[src/rtl/sorted_priority_queue_defines.svh]
// Assertion macros used by the sorted priority queue top level.
`ifndef SORTED_PRIORITY_QUEUE_DEFINES_SVH
`define SORTED_PRIORITY_QUEUE_DEFINES_SVH

// Check a property on every clock edge outside reset.
`define SPQ_CHECK(label, prop, msg) \
   label: assert property (@(posedge clock) disable iff (reset) prop) else $error(msg);

// Check a property on every clock edge, reset included.
`define SPQ_CHECK_ALWAYS(label, prop, msg) \
   label: assert property (@(posedge clock) prop) else $error(msg);

`endif

[src/rtl/spq_pkg.sv]
// Types and codes shared by the sorted priority queue modules.
`default_nettype none

package spq_pkg;

   localparam logic OP_INSERT = 1'b0;
   localparam logic OP_REMOVE = 1'b1;

   typedef enum logic [1:0] {
      ERR_NONE  = 2'd0,
      ERR_EMPTY = 2'd1,
      ERR_FULL  = 2'd2
   } err_type;

   // Per-cell command for one cycle.
   typedef struct packed {
      logic insert;
      logic remove;
      logic occupied;
   } cell_ctrl_type;

endpackage

`default_nettype wire

[src/rtl/spq_cell.sv]
// One slot of the sorted queue: holds an entry, shifts toward head or tail.
`default_nettype none

module spq_cell #(
   parameter int PAYLOAD_BITS = 32
) (
   input  wire                      clock,
   input  spq_pkg::cell_ctrl_type   ctrl,
   input  wire  [PAYLOAD_BITS-1:0]  new_payload,
   input  wire  [7:0]               new_rank,
   input  wire                      left_ge,
   input  wire  [PAYLOAD_BITS-1:0]  left_payload,
   input  wire  [7:0]               left_rank,
   input  wire  [PAYLOAD_BITS-1:0]  right_payload,
   input  wire  [7:0]               right_rank,
   output logic                     ge,
   output logic [PAYLOAD_BITS-1:0]  payload,
   output logic [7:0]               rank
);
   import spq_pkg::*;

   logic [PAYLOAD_BITS-1:0] payload_ff, payload_in;
   logic [7:0]              rank_ff, rank_in;

   // Occupied entries of equal or higher rank stay ahead of a new entry.
   assign ge = ctrl.occupied && (rank_ff >= new_rank);

   always_comb begin
      payload_in = payload_ff;
      rank_in    = rank_ff;
      priority if (ctrl.insert) begin
         priority if (ge) begin
            payload_in = payload_ff;
            rank_in    = rank_ff;
         end else if (left_ge) begin
            payload_in = new_payload;
            rank_in    = new_rank;
         end else begin
            payload_in = left_payload;
            rank_in    = left_rank;
         end
      end else if (ctrl.remove) begin
         payload_in = right_payload;
         rank_in    = right_rank;
      end else begin
         payload_in = payload_ff;
         rank_in    = rank_ff;
      end
   end

   always_ff @(posedge clock) begin
      payload_ff <= payload_in;
      rank_ff    <= rank_in;
   end

   assign payload = payload_ff;
   assign rank    = rank_ff;

endmodule

`default_nettype wire

[src/rtl/sorted_priority_queue.sv]
// Sorted priority queue top level: a row of shifting slots and the fill count.
//
// Command channel: an item (req_operation, req_payload, req_rank) is taken at
// a rising edge with start high and busy low. busy stays low: every slot
// compares and shifts in the same cycle, so one insert or remove is taken in
// every cycle. An insert goes behind all held entries of equal or higher
// rank; a remove drops the head.
// Result channel: in the cycle after each accepted item, rsp_valid is high for
// exactly one cycle with the head entry, empty flag, entry count and error
// code as they stand after that item. The receiver cannot stall; a result
// not taken in its cycle is gone. Head fields read zero when empty.
// Throughput is one item per cycle, set by the single
// compare-and-shift step in each slot.
// Reset (synchronous) empties the queue and clears the strobe; slot contents
// are not cleared and never read before they are written.
`default_nettype none

module sorted_priority_queue #(
   parameter int DEPTH        = 16,
   parameter int PAYLOAD_BITS = 32,
   localparam int CNT_W       = $clog2(DEPTH + 1)
) (
   input  wire                      clock,
   input  wire                      reset,
   input  wire                      start,
   output logic                     busy,
   input  wire                      req_operation,
   input  wire  [PAYLOAD_BITS-1:0]  req_payload,
   input  wire  [7:0]               req_rank,
   output logic                     rsp_valid,
   output logic [PAYLOAD_BITS-1:0]  rsp_head_payload,
   output logic [7:0]               rsp_head_rank,
   output logic                     rsp_empty_flag,
   output logic [CNT_W-1:0]         rsp_entry_count,
   output logic [1:0]               rsp_error_code
);
   import spq_pkg::*;

   `include "sorted_priority_queue_defines.svh"

   localparam logic [CNT_W-1:0] FULL_COUNT = CNT_W'(DEPTH);

   logic [CNT_W-1:0] fill_ff, fill_in;
   logic             valid_ff;
   err_type          err_ff, err_in;
   logic             accept, do_insert, do_remove;

   logic [PAYLOAD_BITS-1:0] slot_payload [DEPTH];
   logic [7:0]              slot_rank    [DEPTH];
   logic                    slot_ge      [DEPTH];

   assign busy      = 1'b0;
   assign accept    = start && !busy;
   assign do_insert = accept && (req_operation == OP_INSERT) && (fill_ff != FULL_COUNT);
   assign do_remove = accept && (req_operation == OP_REMOVE) && (fill_ff != '0);

   always_comb begin
      fill_in = fill_ff;
      err_in  = ERR_NONE;
      if (req_operation == OP_INSERT) begin
         if (fill_ff == FULL_COUNT) begin
            err_in = ERR_FULL;
         end else begin
            fill_in = fill_ff + 1'b1;
         end
      end else begin
         if (fill_ff == '0) begin
            err_in = ERR_EMPTY;
         end else begin
            fill_in = fill_ff - 1'b1;
         end
      end
   end

   always_ff @(posedge clock) begin
      if (reset) begin
         fill_ff  <= '0;
         valid_ff <= 1'b0;
      end else begin
         valid_ff <= accept;
         if (accept) begin
            fill_ff <= fill_in;
         end
      end
      if (accept) begin
         err_ff <= err_in;
      end
   end

   for (genvar i = 0; i < DEPTH; i++) begin : g_slot
      cell_ctrl_type           ctrl;
      logic                    left_ge;
      logic [PAYLOAD_BITS-1:0] left_payload, right_payload;
      logic [7:0]              left_rank, right_rank;

      assign ctrl.insert   = do_insert;
      assign ctrl.remove   = do_remove;
      assign ctrl.occupied = (CNT_W'(i) < fill_ff);

      if (i == 0) begin : g_head
         assign left_ge      = 1'b1;
         assign left_payload = req_payload;
         assign left_rank    = req_rank;
      end else begin : g_body
         assign left_ge      = slot_ge[i-1];
         assign left_payload = slot_payload[i-1];
         assign left_rank    = slot_rank[i-1];
      end

      if (i == DEPTH - 1) begin : g_tail
         // Last slot holds its own entry on a remove.
         assign right_payload = slot_payload[i];
         assign right_rank    = slot_rank[i];
      end else begin : g_inner
         assign right_payload = slot_payload[i+1];
         assign right_rank    = slot_rank[i+1];
      end

      spq_cell #(
         .PAYLOAD_BITS(PAYLOAD_BITS)
      ) u_cell (
         .clock        (clock),
         .ctrl         (ctrl),
         .new_payload  (req_payload),
         .new_rank     (req_rank),
         .left_ge      (left_ge),
         .left_payload (left_payload),
         .left_rank    (left_rank),
         .right_payload(right_payload),
         .right_rank   (right_rank),
         .ge           (slot_ge[i]),
         .payload      (slot_payload[i]),
         .rank         (slot_rank[i])
      );
   end

   assign rsp_valid        = valid_ff;
   assign rsp_empty_flag   = (fill_ff == '0);
   assign rsp_head_payload = rsp_empty_flag ? '0 : slot_payload[0];
   assign rsp_head_rank    = rsp_empty_flag ? 8'd0 : slot_rank[0];
   assign rsp_entry_count  = fill_ff;
   assign rsp_error_code   = err_ff;

   `SPQ_CHECK(a_beat_follows_accept, accept |=> rsp_valid, "accepted item gave no result beat")
   `SPQ_CHECK(a_fill_bounded, fill_ff <= FULL_COUNT, "fill count beyond depth")
   `SPQ_CHECK(a_full_error_count, (rsp_valid && rsp_error_code == ERR_FULL) |-> (fill_ff == FULL_COUNT), "full error with room left")
   `SPQ_CHECK(a_head_sorted, (fill_ff >= CNT_W'(2)) |-> (slot_rank[0] >= slot_rank[1]), "head rank below second entry")
   `SPQ_CHECK_ALWAYS(a_reset_clears, reset |=> (!rsp_valid && fill_ff == '0), "reset left state")

endmodule

`default_nettype wire
[config.mk]
export PLATFORM = sky130hd
export DESIGN_NAME = sorted_priority_queue
export DESIGN_NICKNAME = d
export VERILOG_FILES = /design/src/rtl/spq_pkg.sv /design/src/rtl/spq_cell.sv /design/src/rtl/sorted_priority_queue.sv
export VERILOG_INCLUDE_DIRS = /design/src /design/src/rtl
export SDC_FILE = /design/constraint.sdc
export NUM_CORES = 2
export LEC_CHECK = 0
export BUFFER_PORTS_ARGS = -buffer_cell sky130_fd_sc_hd__buf_4
export CAP_MARGIN = 20
export CORE_ASPECT_RATIO = 1.25
export CORE_UTILIZATION = 40
export CTS_CLUSTER_DIAMETER = 60
export DETAILED_ROUTE_END_ITERATION = 12
export GPL_ROUTABILITY_DRIVEN = 0
export SKIP_CTS_REPAIR_TIMING = 1
export SYNTH_ARGS = -nofsm -noshare
export SYNTH_HDL_FRONTEND = slang
export SYNTH_HIERARCHICAL = 1
export SYNTH_SLANG_ARGS = --single-unit
[constraint.sdc]
create_clock -name clock -period 14.19 [get_ports clock]
set_input_delay 2.838 -clock clock [delete_from_list [all_inputs] [get_ports clock]]
set_output_delay 2.838 -clock clock [all_outputs]
set_load 0.02 [all_outputs]
==> run_results.csv <==
group,metric,value,unit
die,core_area,91400,um2
timing,fin_crit_sh,47.4,%
layout,layout-drive-gt1-share,9.11,%
route,dr.pass1.iters,5,
worst_hold_path,hold_class,"reg -> reg",
synth,yosysSeqAreaShare,52.6,%
critical_path,critical-path-max-stage-delay,740,ps
timing,tightest_slew,1050,ps
power_and_ir_drop,p_per_area,154,nW/um2
synth,syn_avg_cell_area,10.9,um2
timing,rsz0062_at_grt,"false",
global_routing,antenna_found_initial,0,
critical_path,regToRegEndpoint,"g_slot[14].u_cell/rank[3]",
route,vias,25113,
timing,hold_viol,0,
synth,synth_cell_types,43,
cts,cts_max_path_buffers,3,
timing,slew_headroom,29.8,%
critical_path,crit_path_max_fanout,232,
synth,synth_top_area_share,52.3,%
synth,ys_ff_latch,648,
route,antenna_left,0,
cts,clk_pin_slew,60,ps
critical_path,crit_buf_inv,6,
cts,cts_buffers,74,
die,rows,124,
worst_hold_path,hold_depth,2,
cts,clock_latency,630,ps
global_routing,grt_pass1_wl,147000,um
synth,syn_area,36900,um2
synth,synth_area_leaders,"edfxtp_1, mux2i_1, a21oi_1, nor2_1, ha_1",
route,wl,93900,um
die,die_x,274,um
placement,port-buffer-count,92,
cts,cts_root_buf,"clkbuf_16",
global_routing,grt_pass1_vias,26655,
power_and_ir_drop,leakage,14.4,nW
cts,h-tree-depth,3,
critical_path,crit_family,"buffers and inverters",
critical_path,start_kind,"input pin",
critical_path,crit_required,14470,ps
critical_path,setup.worst_path.end_class,"flip-flop",
critical_path,critical_path_arrival,7010,ps
die,die_area,93400,um2
global_routing,overflow,0,
critical_path,crit_top_cell,"buf_4",
critical_path,ff2ff_path_depth,9,
worst_hold_path,holdPathEnd,"g_slot[0].u_cell/payload[12]",
synth,syn_nets,3547,
placement,dpl.hpwl,64800,um
timing,setup_violations,0,
global_routing,gr-usage-all-layers,19.9,%
critical_path,r2r_slack,8770,ps
die,io_pins,94,
critical_path,reg2reg_from,"rsp_entry_count[1]",
power_and_ir_drop,ir_drop,0.0856,mV
timing,final.min_clock_period,6730,ps
timing,fmax,149,MHz
critical_path,cp_slowest_cell,"buf_4",
timing,finalSetupTns,0,ps
worst_hold_path,min-delay-start,"g_slot[1].u_cell/payload[12]",
timing,finalClockSkew,18.3,ps
flow_run,max_cap_violations,0,
synth,ys_warn_count,6,
die,start_util,40.3,%
global_routing,grt_start_max_net_pins,233,
critical_path,cp-startpoint,"start",
synth,synth_top_area_cell,"edfxtp_1",
critical_path,crit_type,"in -> reg",
die,die_h,341,um
layout,areaGrowthSynthToFinish,11.0,%
route,viasPerCell,5.46,
synth,netlist_instances,3371,
timing,slew_viol_final,0,
layout,diodes,0,
layout,nets,3527,
route,drt_iter0_drc,1416,
power_and_ir_drop,total_power,6.30,mW
layout,nFillCells,8615,
route,remaining_drc_errors,0,
cts,cts_tree,"yes",
run_status,outcome,"finished, final reports clean",
route,wire_per_inst,20.4,um
cts,cts.sinks,648,
critical_path,crit_chain,"buf_4, inv_1, a311oi_4, buf_12, buf_12, buf_4, nor2_1, a21oi_4, buf_4",
registers in the layout, indices dropped and copies added (netlist names):
signal and count:
g_slot.u_cell/payload 512, g_slot.u_cell/rank 128, rsp_entry_count 5, rsp_error_code 2
rsp_valid 1
through the flow:
stage / instances / setup WS, ps / instance area (um2) / hold slack (ps) / util [%]
floorplan: 3371 / 7320 / 36900 / 561 / -
global placement: 4466 / 6940 / 38500 / 572 / 42.2
detailed placement: 4472 / 6940 / 38700 / 587 / 42.4
CTS: 4601 / 7600 / 40900 / 600 / 44.8
global route: 4601 / 7200 / 40900 / 615 / 44.8
finish: 4601 / 7460 / 40900 / 598 / 44.8
cell usage in the layout (no fill, tap or decap), types with 17 or more instances in the layout:
| cell type | instances |
|---|---|
| a21o_1 | 33 |
| a21oi_1 | 674 |
| buf_4 | 130 |
| clkbuf_16 | 75 |
| edfxtp_1 | 642 |
| ha_1 | 132 |
| inv_1 | 149 |
| mux2i_1 | 640 |
| nand2b_1 | 20 |
| nor2_1 | 663 |
| nor2b_1 | 40 |
| o211ai_1 | 17 |
Yosys cell counts, drive strengths merged:
master / number
a21oi: 706
mux2: 1
nand2b: 20
o21bai: 2
edfxtp: 642
nor3b: 1
a31o: 1
and3: 1
ha: 132
or3b: 1
o211ai: 17
o32ai: 16
nand3: 17
a211oi: 1
nor2: 664
a21o: 33
conb: 2
inv: 149
or4: 16
and4b: 1
a2bb2oi: 1
dfxtp: 6
a31oi: 1
mux2i: 640
nand2: 9
a311oi: 1
and2: 1
or3: 2
nor3: 1
xor2: 2
clkbuf: 113
buf: 121
o31ai: 1
xnor2: 2
o21ai: 6
and2b: 1
nor2b: 40
power by group:
part	internal, mW	total, mW	switching [mW]
clock	1.03	1.81	0.785
sequential	2.60	2.84	0.236
combinational	0.644	1.65	1.01
total	4.27	6.30	2.03
metal layers:
metal / GRT usage [%] / part of all wire (%)
met3: 2.64 / 2.7
met2: 38.4 / 56
met1: 22.8 / 40
met5: 0 / 0
met4: 4.93 / 1.8
cell families after synthesis:
kind of cell | count (synthesis) | synth area share [%]
xor+xnor | 4 | 0.115
buf+inv | 383 | 4.63
flops | 648 | 52.6
other cells | 2 | 0.0204
compound gates | 786 | 11.9
mux | 641 | 17.4
fa+ha+maj | 132 | 4.48
simple gates | 775 | 8.80
area by class of cell:
type | instances | area, um2 | area share, %
multi-input combinational | 2340 | 16100 | 39.3
tap | 1197 | 1500 | 3.66
sequential | 648 | 19400 | 47.4
inverter | 149 | 559 | 1.37
clock buffer | 91 | 1940 | 4.73
clock inverter | 38 | 278 | 0.679
timing repair buffer | 138 | 1180 | 2.89
worst min-delay path, stage by stage, from the launching register on:
cell and delay [ps]:
edfxtp_1 340, nor2_1 40, a21oi_1 100
worst max-delay path by stage:
stage          slack (ps)  depth (start not counted)                       endpoint
2_1_floorplan        7320                          6    g_slot[0].u_cell/payload[0]
3_3_place_gp         6940                          8  g_slot[12].u_cell/payload[12]
3_5_place_dp         6940                          9      g_slot[14].u_cell/rank[3]
4_1_cts              7600                          9      g_slot[14].u_cell/rank[3]
5_1_grt              7200                          9      g_slot[14].u_cell/rank[6]
6_report             7460                          9      g_slot[14].u_cell/rank[3]
Note: power is estimated with default switching activity, not from simulation.
